**src/rtl/cse_pkg.sv**
```systemverilog
// cse_pkg.sv: widths, codes and transaction types of the cubic spline evaluator.
// No dependencies; every module of the block imports it.
package cse_pkg;

  localparam int T_BITS    = 16;              // fraction bits of t
  localparam int T_W       = T_BITS + 1;      // t runs up to just below 2.0
  localparam int PT_W      = 64;              // one packed control point
  localparam int CRD_W     = 32;              // one coordinate
  localparam int CW        = CRD_W + 4;       // polynomial coefficient
  localparam int VW        = CRD_W + 9;       // Horner accumulator
  localparam int LO_W      = 24;              // low slice of the split multiply
  localparam int HI_W      = VW - LO_W;
  localparam int NUM_CELLS = 3;               // one Horner step per cell
  localparam int DIV_SPLIT = 24;              // even split for the divide by three
  localparam int CFG_IDX_W = 3;

  localparam logic [CFG_IDX_W-1:0] REG_TYPE = CFG_IDX_W'(0);
  localparam logic [CFG_IDX_W-1:0] REG_P0   = CFG_IDX_W'(1);
  localparam logic [CFG_IDX_W-1:0] REG_P1   = CFG_IDX_W'(2);
  localparam logic [CFG_IDX_W-1:0] REG_P2   = CFG_IDX_W'(3);
  localparam logic [CFG_IDX_W-1:0] REG_P3   = CFG_IDX_W'(4);

  typedef enum logic [1:0] {
    SPL_BEZIER  = 2'd0,
    SPL_HERMITE = 2'd1,
    SPL_CATMULL = 2'd2,
    SPL_BSPLINE = 2'd3
  } spline_t;

  typedef enum logic [1:0] {
    CMD_POS = 2'd0,
    CMD_VEL = 2'd1,
    CMD_ACC = 2'd2
  } cmd_t;

  typedef struct packed {
    logic [1:0]     cmd;
    logic [T_W-1:0] t_param;
  } cse_in_t;

  typedef struct packed {
    logic signed [CRD_W-1:0] x_value;
    logic signed [CRD_W-1:0] y_value;
    logic                    saturated;
  } cse_out_t;

  typedef struct packed {
    spline_t              kind;
    logic [3:0][PT_W-1:0] pt;
  } cse_cfg_t;

  // One coordinate in flight: running value and the addends still to apply.
  typedef struct packed {
    logic signed [VW-1:0]         acc;
    logic [NUM_CELLS-1:0][VW-1:0] addend;
  } cse_lane_t;

  typedef struct packed {
    cse_lane_t [1:0] lane;
    logic [T_W-1:0]  t;
    spline_t         kind;
  } cse_tok_t;

endpackage

```
**src/rtl/cse_cell.sv**
```systemverilog
// cse_cell.sv: one Horner step, acc = addend + round(acc * t / 2^T_BITS),
// as a split multiply stage followed by an add stage. Uses cse_pkg.
module cse_cell
  import cse_pkg::*;
(
  input  logic     clk,
  input  logic     rst,
  input  logic     in_valid,
  output logic     in_ready,
  input  cse_tok_t in_tok,
  output logic     out_valid,
  input  logic     out_ready,
  output cse_tok_t out_tok
);

  localparam int PLW = LO_W + T_W;
  localparam int PHW = HI_W + T_W + 1;
  localparam int SH  = LO_W - T_BITS;
  localparam logic [PLW-1:0] RND = PLW'(1) << (T_BITS - 1);

  logic                  mul_valid;
  logic                  mul_ready;
  logic                  add_valid;
  cse_tok_t              mul_tok;
  cse_tok_t              add_tok;
  cse_tok_t              add_tok_next;
  logic [PLW-1:0]        lo_prod   [2];
  logic [PLW-1:0]        p_lo_next [2];
  logic [PLW-1:0]        p_lo      [2];
  logic signed [PHW-1:0] p_hi_next [2];
  logic signed [PHW-1:0] p_hi      [2];
  logic signed [VW-1:0]  hi_ext    [2];
  logic signed [VW-1:0]  lo_ext    [2];

  // Split multiply: unsigned low slice and signed high slice, rounding
  // constant folded into the low product.
  always_comb begin
    for (int i = 0; i < 2; i++) begin
      lo_prod[i]   = in_tok.lane[i].acc[LO_W-1:0] * in_tok.t;
      p_lo_next[i] = lo_prod[i] + RND;
      p_hi_next[i] = $signed(in_tok.lane[i].acc[VW-1:LO_W]) * $signed({1'b0, in_tok.t});
    end
  end

  // Recombine, drop fraction bits, add this step's addend, shift the list.
  always_comb begin
    add_tok_next = mul_tok;
    for (int i = 0; i < 2; i++) begin
      hi_ext[i] = {{(VW-PHW){p_hi[i][PHW-1]}}, p_hi[i]};
      lo_ext[i] = {{(VW-PLW+T_BITS){1'b0}}, p_lo[i][PLW-1:T_BITS]};
      add_tok_next.lane[i].acc = $signed(mul_tok.lane[i].addend[0])
                                 + (hi_ext[i] <<< SH) + lo_ext[i];
      for (int k = 0; k < NUM_CELLS - 1; k++) begin
        add_tok_next.lane[i].addend[k] = mul_tok.lane[i].addend[k+1];
      end
      add_tok_next.lane[i].addend[NUM_CELLS-1] = '0;
    end
  end

  assign mul_ready = !add_valid || out_ready;
  assign in_ready  = !mul_valid || mul_ready;
  assign out_valid = add_valid;
  assign out_tok   = add_tok;

  always_ff @(posedge clk) begin
    if (rst) begin
      mul_valid <= 1'b0;
      add_valid <= 1'b0;
    end else begin
      if (in_ready) begin
        mul_valid <= in_valid;
      end
      if (mul_ready) begin
        add_valid <= mul_valid;
      end
    end
  end

  always_ff @(posedge clk) begin
    if (in_ready && in_valid) begin
      mul_tok <= in_tok;
      p_lo    <= p_lo_next;
      p_hi    <= p_hi_next;
    end
    if (mul_ready && mul_valid) begin
      add_tok <= add_tok_next;
    end
  end

endmodule

```
**config.mk**
```make
export PLATFORM = sky130hd
export DESIGN_NAME = cse_cell
export DESIGN_NICKNAME = d
export VERILOG_FILES = /design/src/rtl/cse_pkg.sv /design/src/rtl/cse_cell.sv
export SDC_FILE = /design/constraint.sdc
export NUM_CORES = 2
export LEC_CHECK = 0
export ABC_AREA = 1
export BUFFER_PORTS_ARGS = -buffer_cell sky130_fd_sc_hd__buf_2
export CAP_MARGIN = 20
export CORE_AREA = 2 2 411 372
export DETAILED_ROUTE_END_ITERATION = 10
export DIE_AREA = 0 0 413 374
export GPL_TIMING_DRIVEN = 0
export PLACE_DENSITY = 0.69
export RECOVER_POWER = 25
export SLEW_MARGIN = 20
export SYNTH_ARGS = -nofsm -noshare
export SYNTH_HDL_FRONTEND = slang
export SYNTH_SLANG_ARGS = --single-unit
```
**constraint.sdc**
```tcl
create_clock -name clk -period 26.4 [get_ports clk]
set_clock_uncertainty 0.05 [all_clocks]
set_input_delay 3.96 -clock clk [delete_from_list [all_inputs] [get_ports clk]]
set_output_delay 3.96 -clock clk [all_outputs]
set_load 0.005 [all_outputs]
```
==> results.md <==
* Clock Latency Late Sink at just over 0.7 ns
* Vias in the first global route at between 50,000 and 60,000
* CP Class: in2reg
* Slew headroom at 0.139
* Max Cap Viol at 0
* Die width at between 400 and 500 µm
* Worst Setup Start Kind: primary input
* Chip height at about 370 µm
* Vias at about 58,000
* CP top delay family: adder cells
* Setup violators final at 0
* Complex-gate fraction of the synthesized area at 0.0412
* Crit-path slowest cell: clkbuf_1
* Hold Path Class: reg2reg
* GPL Wtd Cong at 0.993
* Post-route insts no fill at about 11,000
* Fmax at between 0.09 and 0.1 GHz
* Avg Inst Size Synth at 9.02 µm²
* Buf/Inv on CP at 8
* Clk buf depth at 3
* Clk sink count at around 650
* TritonCTS clock tree: done
* Final hold vios at 0
* Required @ worst endpoint at between 20 and 30 ns
* Number of nets in the layout at approximately 11,000
* Die area at between 150,000 and 200,000 µm²
* Final worst path period share at 0.421
* Total GRT Usage at 0.321
* Hpwl dp at just over 200 mm
* Mux share of post-synthesis cell area at 0
* Data arrival, critical path at about 11 ns
* Synth Area in XOR/XNOR at 0.0168
* Core ar. at approximately 150,000 µm²
* DR iter-0 viols at around 5,100
* Initial antenna violation count at 37
* RSZ-0062 raised after global routing: false
* DR vias/cell at 5.24
* CP max FO at 10
* CP Cell Sequence: buf_2 -> clkbuf_1 -> clkbuf_1 -> nand2_1 -> fa_1 -> inv_1 -> fa_1 -> inv_1 -> fa_1 -> inv_1 -> fa_1 -> fa_1 -> inv_1 -> fa_1 -> inv_1 -> ha_1 -> a21oi_1 -> o21ai_0 -> a21oi_1 -> nand2_2 -> nand2_1 -> nand2_2 -> xor2_1
* Register area share after synthesis at 0.261
* Post-CTS Hold Buffers at 0
* Flops & latches, synth at approximately 650
* Synth warnings at 0
* I/O pins at 700
* Ys flop type: edfxtp_1
* # rows at between 100 and 150
* Slowest stage delay, CP at 0.87 ns
* Worst hold slack at around 0.36 ns
* Maximum number of pins on one net before global-route repair at approximately 100
* First-pass GRT wire length at 369 mm
* Router iterations before antenna repair at 6
* Synth async-reset ratio at 0
* Critical Path Most Common Cell: fa_1
* EDFF count, synth at ~650
* Critical Path Sink Type: flop
* Final Slew Violations at 0
* GRT overflow at 0
* Final setup TNS at 0 ns
* Post-CTS sizing at 0
* H-tree depth at 3
* Largest family of logic cells by synthesized area: adder cells
* ANT nets after route at 0
* Layout cells sized above 1 at 0.0883
* Outcome: completed
* Root Driver: clkbuf_16
* Synth Area in Simple Gates at 0.138
* Post-CTS setup buffer count at 0
* Port Buffers at between 500 and 600
* Clock transition at path regs at roughly 0.060 ns
* Post-Route WL at ~250 mm
* Area Growth Syn to Fin at 11.1%
* Placed insts at between 10,000 and 15,000
* CTS Buf Count at 70
* Most frequent cells in the layout: inv_1, nand2_1, fa_1
* Synth Cell Area at ~75,000 µm²
* Initial Util at 0.497
* Tightest Pin Transition at ~1.3 ns
* Post-synthesis adder-cell area fraction at 0.410
* Commonest non-fill, non-tap cell in the layout: inv_1
* WL per Instance at around 22 µm
* Cell variety after synth at between 40 and 50
* Post-Synthesis Cells at 8,273
* Final period demand of the worst path at 11.10 ns
* DR DRC count at 0
==> sequential cells by signal, indices dropped and copies added, names as in the netlist <==
signal        flops
mul_tok          82
hi_ext           66
lo_ext           50
add_tok_next    183
out_tok         265
out_valid         1
mul_valid         1
==> final cells by class <==
| cell class | count | area (µm²) |
|---|---|---|
| fill | 13800 | 67100 |
| multi-input combinational | 5143 | 45500 |
| sequential | 648 | 19400 |
| inverter | 2167 | 8140 |
| timing repair buffer | 557 | 3200 |
| tap | 1986 | 2480 |
| buffer | 396 | 1830 |
| clock buffer | 84 | 1800 |
| clock inverter | 43 | 442 |
| antenna | 17 | 42.5 |
==> cell usage after synthesis (6+ instances only) <==
| cell type | number | share of area |
|---|---|---|
| a21oi_1 | 284 | 0.019 |
| nor2_2 | 9 | 0.00075 |
| xnor2_1 | 43 | 0.0050 |
| o21ai_0 | 143 | 0.0096 |
| clkbuf_1 | 308 | 0.015 |
| o21ai_1 | 12 | 0.00081 |
| nor2_1 | 313 | 0.016 |
| nand4_1 | 40 | 0.0034 |
| nand2_2 | 19 | 0.0016 |
| o21a_1 | 28 | 0.0028 |
| nor3_1 | 47 | 0.0032 |
| nand2_1 | 2003 | 0.10 |
| ha_1 | 618 | 0.10 |
| a21o_1 | 24 | 0.0024 |
| a21boi_0 | 6 | 0.00060 |
| o21ai_2 | 8 | 0.00094 |
| nand3_1 | 149 | 0.010 |
| nand3b_1 | 7 | 0.00070 |
| buf_4 | 84 | 0.0085 |
| inv_1 | 2162 | 0.11 |
| edfxtp_1 | 646 | 0.26 |
| xor2_1 | 100 | 0.012 |
| nor4_1 | 6 | 0.00050 |
| o21bai_1 | 21 | 0.0021 |
| fa_1 | 1142 | 0.31 |
==> logic make-up (layout without fill, tap and decap cells) <==
logic type,Yosys count,after routing
other cells,1,99
xor+xnor,143,143
flops,648,648
buf+inv,2563,3247
compound gates,552,552
simple gates,2606,2606
fa+ha+maj,1760,1760
==> metal layers <==
layer  vias to the layer above  GRT usage  part of all wire  routed length, µm
li1                      26000          -                 -                  -
met1                     28600      0.429              0.40              97900
met2                      2744      0.489              0.44             107000
met3                       556     0.0845              0.11              26700
met4                        40      0.150             0.055              13400
met5                         -          0            0.0010                253
==> worst paths after layout <==
check / from / end / slack (ns) / depth (start not counted)
setup reg to reg: mul_tok[20]$_DFFE_PP_ / out_tok[173]$_DFFE_PP_ / 22.85 / 15
setup / recovery: in_tok[8] / lo_ext[4]$_DFFE_PP_ / 15.30 / 23
hold reg to reg: add_tok_next[13]$_DFFE_PP_ / out_tok[13]$_DFFE_PP_ / 0.36 / 0
hold / removal: add_tok_next[13]$_DFFE_PP_ / out_tok[13]$_DFFE_PP_ / 0.36 / 0
==> metrics by stage <==
stage               setup WS, ns  cell area (µm²)  utilization
global placement            1.47            80100        0.534
global route               15.13            82800        0.552
floorplan                   8.69            74900            -
finish                     15.30            82800        0.552
detailed placement         14.71            80600        0.538
CTS                        15.38            82900        0.553
Power is left out: the tool's default activity adds up to more than one toggle a clock period on the data nets, which glitch-free logic cannot reach.
