===== src/rtl/cse_pkg.sv =====
// cse_pkg.sv: widths, codes and transaction types of the cubic spline evaluator.
// No dependencies; every module of the block imports it.
package cse_pkg;

  localparam int T_BITS    = 16;              // fraction bits of t
  localparam int T_W       = T_BITS + 1;      // t runs up to just below 2.0
  localparam int PT_W      = 64;              // one packed control point
  localparam int CRD_W     = 32;              // one coordinate
  localparam int CW        = CRD_W + 4;       // polynomial coefficient
  localparam int VW        = CRD_W + 9;       // Horner accumulator
  localparam int LO_W      = 24;              // low slice of the split multiply
  localparam int HI_W      = VW - LO_W;
  localparam int NUM_CELLS = 3;               // one Horner step per cell
  localparam int DIV_SPLIT = 24;              // even split for the divide by three
  localparam int CFG_IDX_W = 3;

  localparam logic [CFG_IDX_W-1:0] REG_TYPE = CFG_IDX_W'(0);
  localparam logic [CFG_IDX_W-1:0] REG_P0   = CFG_IDX_W'(1);
  localparam logic [CFG_IDX_W-1:0] REG_P1   = CFG_IDX_W'(2);
  localparam logic [CFG_IDX_W-1:0] REG_P2   = CFG_IDX_W'(3);
  localparam logic [CFG_IDX_W-1:0] REG_P3   = CFG_IDX_W'(4);

  typedef enum logic [1:0] {
    SPL_BEZIER  = 2'd0,
    SPL_HERMITE = 2'd1,
    SPL_CATMULL = 2'd2,
    SPL_BSPLINE = 2'd3
  } spline_t;

  typedef enum logic [1:0] {
    CMD_POS = 2'd0,
    CMD_VEL = 2'd1,
    CMD_ACC = 2'd2
  } cmd_t;

  typedef struct packed {
    logic [1:0]     cmd;
    logic [T_W-1:0] t_param;
  } cse_in_t;

  typedef struct packed {
    logic signed [CRD_W-1:0] x_value;
    logic signed [CRD_W-1:0] y_value;
    logic                    saturated;
  } cse_out_t;

  typedef struct packed {
    spline_t              kind;
    logic [3:0][PT_W-1:0] pt;
  } cse_cfg_t;

  // One coordinate in flight: running value and the addends still to apply.
  typedef struct packed {
    logic signed [VW-1:0]         acc;
    logic [NUM_CELLS-1:0][VW-1:0] addend;
  } cse_lane_t;

  typedef struct packed {
    cse_lane_t [1:0] lane;
    logic [T_W-1:0]  t;
    spline_t         kind;
  } cse_tok_t;

endpackage


===== src/rtl/cse_norm.sv =====
// cse_norm.sv: rounds the Horner result by the basis divisor (1, 2 or 6),
// saturates both coordinates and holds the response register. Uses cse_pkg.
module cse_norm
  import cse_pkg::*;
(
  input  logic     clk,
  input  logic     rst,
  input  logic     in_valid,
  output logic     in_ready,
  input  cse_tok_t in_tok,
  output logic     out_valid,
  input  logic     out_ready,
  output cse_out_t out_data
);

  localparam int UW     = VW - 1;
  localparam int UH_W   = UW - DIV_SPLIT;
  localparam int K1_W   = DIV_SPLIT - 1;
  localparam int K2_W   = DIV_SPLIT + 2;
  localparam int RSH    = DIV_SPLIT + 3;
  localparam int SUM_W  = DIV_SPLIT + 1;
  localparam int PL_W   = SUM_W + K2_W;
  localparam int QH_W   = UH_W + K1_W;
  localparam logic [K1_W-1:0] K1 = K1_W'((2**DIV_SPLIT - 1) / 3);
  localparam logic [K2_W-1:0] K2 = K2_W'((2**RSH + 2) / 3);
  localparam logic signed [VW-1:0] ONE       = 1;
  localparam logic signed [VW-1:0] TWO       = 2;
  localparam logic signed [VW-1:0] THREE     = 3;
  localparam logic signed [VW-1:0] NEG_THREE = -3;
  localparam logic signed [VW-1:0] MAXV = {{(VW-CRD_W+1){1'b0}}, {(CRD_W-1){1'b1}}};
  localparam logic signed [VW-1:0] MINV = {{(VW-CRD_W+1){1'b1}}, {(CRD_W-1){1'b0}}};

  logic                 red_valid, mul_valid, fin_valid;
  logic                 mul_ready, fin_ready;
  spline_t              red_kind, mul_kind;
  logic                 neg_next    [2];
  logic                 red_neg     [2];
  logic                 mul_neg     [2];
  logic [VW-1:0]        mag         [2];
  logic [UW-1:0]        u_next      [2];
  logic [UW-1:0]        red_u       [2];
  logic signed [VW-1:0] simple_next [2];
  logic signed [VW-1:0] red_simple  [2];
  logic signed [VW-1:0] mul_simple  [2];
  logic [SUM_W-1:0]     fold        [2];
  logic [QH_W-1:0]      qh_next     [2];
  logic [QH_W-1:0]      mul_qh      [2];
  logic [PL_W-1:0]      pl          [2];
  logic [DIV_SPLIT-1:0] mul_ql      [2];
  logic signed [VW-1:0] quot        [2];
  logic signed [VW-1:0] res         [2];
  logic signed [CRD_W-1:0] clip     [2];
  logic                 clipped     [2];
  cse_out_t             rsp;
  cse_out_t             rsp_next;

  // Divide by six: floor((v+3)/6), taken on a magnitude so the quotient
  // is always a floor of a nonnegative value, then halved.
  always_comb begin
    for (int i = 0; i < 2; i++) begin
      neg_next[i] = in_tok.lane[i].acc < NEG_THREE;
      mag[i]      = neg_next[i] ? (TWO - in_tok.lane[i].acc) : (in_tok.lane[i].acc + THREE);
      u_next[i]   = mag[i][VW-1:1];
      case (in_tok.kind)
        SPL_CATMULL: simple_next[i] = (in_tok.lane[i].acc + ONE) >>> 1;
        default:     simple_next[i] = in_tok.lane[i].acc;
      endcase
    end
  end

  // Divide by three: since 2^DIV_SPLIT leaves remainder one, fold the high
  // part onto the low part and divide the small sum by a reciprocal.
  always_comb begin
    for (int i = 0; i < 2; i++) begin
      fold[i]    = {{(SUM_W-UH_W){1'b0}}, red_u[i][UW-1:DIV_SPLIT]}
                   + {1'b0, red_u[i][DIV_SPLIT-1:0]};
      qh_next[i] = red_u[i][UW-1:DIV_SPLIT] * K1;
      pl[i]      = fold[i] * K2;
    end
  end

  always_comb begin
    for (int i = 0; i < 2; i++) begin
      quot[i] = $signed({{(VW-QH_W){1'b0}}, mul_qh[i]})
                + $signed({{(VW-DIV_SPLIT){1'b0}}, mul_ql[i]});
      if (mul_kind == SPL_BSPLINE) begin
        res[i] = mul_neg[i] ? -quot[i] : quot[i];
      end else begin
        res[i] = mul_simple[i];
      end
      if (res[i] > MAXV) begin
        clip[i]    = MAXV[CRD_W-1:0];
        clipped[i] = 1'b1;
      end else if (res[i] < MINV) begin
        clip[i]    = MINV[CRD_W-1:0];
        clipped[i] = 1'b1;
      end else begin
        clip[i]    = res[i][CRD_W-1:0];
        clipped[i] = 1'b0;
      end
    end
    rsp_next.x_value   = clip[0];
    rsp_next.y_value   = clip[1];
    rsp_next.saturated = clipped[0] || clipped[1];
  end

  assign fin_ready = !fin_valid || out_ready;
  assign mul_ready = !mul_valid || fin_ready;
  assign in_ready  = !red_valid || mul_ready;
  assign out_valid = fin_valid;
  assign out_data  = rsp;

  always_ff @(posedge clk) begin
    if (rst) begin
      red_valid <= 1'b0;
      mul_valid <= 1'b0;
      fin_valid <= 1'b0;
    end else begin
      if (in_ready) begin
        red_valid <= in_valid;
      end
      if (mul_ready) begin
        mul_valid <= red_valid;
      end
      if (fin_ready) begin
        fin_valid <= mul_valid;
      end
    end
  end

  always_ff @(posedge clk) begin
    if (in_ready && in_valid) begin
      red_kind   <= in_tok.kind;
      red_neg    <= neg_next;
      red_u      <= u_next;
      red_simple <= simple_next;
    end
    if (mul_ready && red_valid) begin
      mul_kind   <= red_kind;
      mul_neg    <= red_neg;
      mul_simple <= red_simple;
      mul_qh     <= qh_next;
      for (int i = 0; i < 2; i++) begin
        mul_ql[i] <= pl[i][PL_W-1:RSH];
      end
    end
    if (fin_ready && mul_valid) begin
      rsp <= rsp_next;
    end
  end

endmodule


===== config.mk =====
export PLATFORM = sky130hd
export DESIGN_NAME = cse_norm
export DESIGN_NICKNAME = d
export VERILOG_FILES = /design/src/rtl/cse_pkg.sv /design/src/rtl/cse_norm.sv
export SDC_FILE = /design/constraint.sdc
export NUM_CORES = 2
export LEC_CHECK = 0
export BUFFER_PORTS_ARGS = -buffer_cell sky130_fd_sc_hd__buf_4
export CAP_MARGIN = 20
export CORE_MARGIN = 2
export CORE_UTILIZATION = 55
export CTS_CLUSTER_SIZE = 20
export DETAILED_ROUTE_END_ITERATION = 16
export PLACE_DENSITY_LB_ADDON = 0.05
export SLEW_MARGIN = 20
export SYNTH_ARGS = -nofsm -noshare
export SYNTH_HDL_FRONTEND = slang
export SYNTH_SLANG_ARGS = --single-unit

===== constraint.sdc =====
create_clock -name clk -period 24.6 [get_ports clk]
set_input_delay 2.46 -clock clk [delete_from_list [all_inputs] [get_ports clk]]
set_output_delay 2.46 -clock clk [all_outputs]
set_load 0.01 [all_outputs]

==> out/results.tsv <==
metric	value	unit
status	completed	
Seq cells post-synth	446	
antenna violations before repair	12	
Max-Cap Viols	0	
top cell type by total area after synthesis	edfxtp_1	
Port Buffers	154	
# setup viols final	0	
WL/cell	21.0	um
met3 WL	6600	um
H-tree Lvls	2	
worst clock skew	49.2	ps
Fin. Hold Viols	0	
hold_ws	376	ps
Crit. End Element	flop	
Worst setup SP type	flop	
commonest non-fill, non-tap cell in the layout	inv_1	
Post-synth EDFFs	443	
CP max FO	7	
WS Path Type	reg -> reg	
Arr. time, crit path	12310	ps
Tcrit/Tclk final	48.5	%
Max Used Layer	met5	
most frequent cells in the layout	inv_1, ha_1, fa_1	
reg2reg setup slack	12670	ps
Final min period	11930	ps
Setup TNS	0	ps
Initial Utilization	55.3	%
Clock Path Buffers	3	
Reg clk slew, reported paths	60	ps
Die W	310	um
Most used DFF post-synth	edfxtp_1	
synthesized area	51400	um^2
Crit path required time	24990	ps
post-synthesis sequential area ratio	26.0	%
Cell variety after synth	101	
clock sinks	446	
# hold bufs at CTS	0	
Slowest-stage cell, CP	fa_1	
CTS tree	done	
Worst-Margin Slew	1110	ps
layout cells sized above 1	6.46	%
DRT antenna net count	0	
total number of vias	37800	
max incr delay on CP	790	ps
Max Freq	83.8	MHz
nets	6805	
gr ovfl total	0	
Global Route Usage Sum	29.3	%
Routed WL	139000	um
largest net degree at the start of global routing	167	
CTS Buf Count	52	
vias per inst	5.72	
Post CTS Setup Buffer Count	0	
Most common cell on crit path	a21oi_1	
FILL cells	8265	
Layout area overhead	7.81	%
hpwl dp	116000	um
Final Slew Violations	0	
asr flop ratio synth	0	%
Synth Instances	5238	
GPL Wtd Cong	0.951	
CTS root buf	clkbuf_16	
Die Height	310	um
1st-pass router iterations	6	
met2 WL post-DR	67400	um
Yosys Warn Count	0	
cell area after layout	55400	um^2
first-pass GRT wire length	214000	um
Remaining DRCs	0	
# rows	112	
Synth area leaders	edfxtp_1, fa_1, ha_1, inv_1, xnor2_1	
full die area	95800	um^2
Met1 Wirelength	59000	um
share of the synthesized area in the top cell type	25.9	%
# IOs	418	
core area	92900	um^2
worst hold path type	reg -> reg	
RSZ-0062 raised after global routing	no	
dpl cell area	53600	um^2
Initial DRC Count	2402	
vias in the first global route	37000	
Post-Syn Nets	6745	
Clock Latency Late Sink	650	ps
Max-slew headroom	24.1	%
post-CTS sizing	0	
Synth Area per Inst	9.81	um^2
==> layout make-up <==
cell class / instances / area (um^2) / area share, %
Timing Repair Buffer: 175 / 1330 / 2.40
Sequential cell: 446 / 13400 / 24.1
Clock buffer: 57 / 1320 / 2.38
Multi-Input combinational cell: 3802 / 34300 / 61.9
Tap cell: 1254 / 1570 / 2.83
Antenna cell: 5 / 12.5 / 0.0226
Clock inverter: 41 / 405 / 0.732
Inverter: 821 / 3080 / 5.57
==> logic make-up after synthesis <==
family	Yosys count	share of synthesized area [%]
and+or+nand+nor	1251	12.2
adders and majority gates	1156	34.9
buffers and inverters	990	7.35
AOI/OAI and AO/OA	975	12.3
DFF	446	26.0
xor gates and xnor gates	395	6.75
muxes	25	0.516
==> registers in the layout (all words and copies together) (netlist names) <==
name / cells
red_u: 80
mul_neg: 2
mul_ql: 48
out_valid: 1
red_simple: 82
mul_kind: 2
out_data: 65
red_valid: 1
red_neg: 2
red_kind: 2
mul_simple: 82
mul_valid: 1
mul_qh: 78
==> Yosys cell counts, drive strengths merged, types with 64 or more instances <==
| cell | n |
|---|---|
| a21oi | 289 |
| a21o | 80 |
| inv | 818 |
| and3 | 70 |
| clkbuf | 138 |
| nand4 | 64 |
| xor2 | 166 |
| nand2 | 342 |
| edfxtp | 443 |
| nand3 | 131 |
| xnor2 | 229 |
| o21ai | 249 |
| fa | 464 |
| ha | 692 |
| nor3 | 103 |
| nor2 | 260 |
==> layer usage <==
| layer | up-vias | global-route usage (%) |
|---|---|---|
| met5 | - | 0 |
| met4 | 10 | 11.6 |
| met3 | 264 | 3.30 |
| met2 | 951 | 49.9 |
| met1 | 18300 | 38.3 |
| li1 | 18300 | - |
==> metrics by stage <==
step,util (%),setup slack [ps],std cells
finish,59.6,12670,6601
global route,59.6,11800,6600
CTS,59.6,12660,6596
detailed placement,57.7,12730,6498
global placement,57.7,12810,6498
floorplan,-,5670,5238
==> path summary, 6_finish.rpt <==
check,to,cells past startpoint,start
max,mul_ql[0][23]$_DFFE_PP_,41,red_u[64]$_DFFE_PP_
min,mul_simple[20]$_DFFE_PP_,0,red_simple[20]$_DFFE_PP_
min reg2reg,mul_simple[20]$_DFFE_PP_,0,red_simple[20]$_DFFE_PP_
max reg2reg,mul_ql[0][23]$_DFFE_PP_,41,red_u[64]$_DFFE_PP_
==> critical path, delay by kind of cell, from the launching register on <==
kind	cells	cell delay, ps
AO/OA/AOI/OAI	19	4140
XOR/XNOR	1	100
adder cells (fa/ha/maj)	10	5050
buffers and inverters	6	550
flip-flops	1	620
AND/OR/NAND/NOR	5	1160
Power is not shown: default switching activity piles up to over one toggle a cycle in this logic, so the estimate is an artifact.
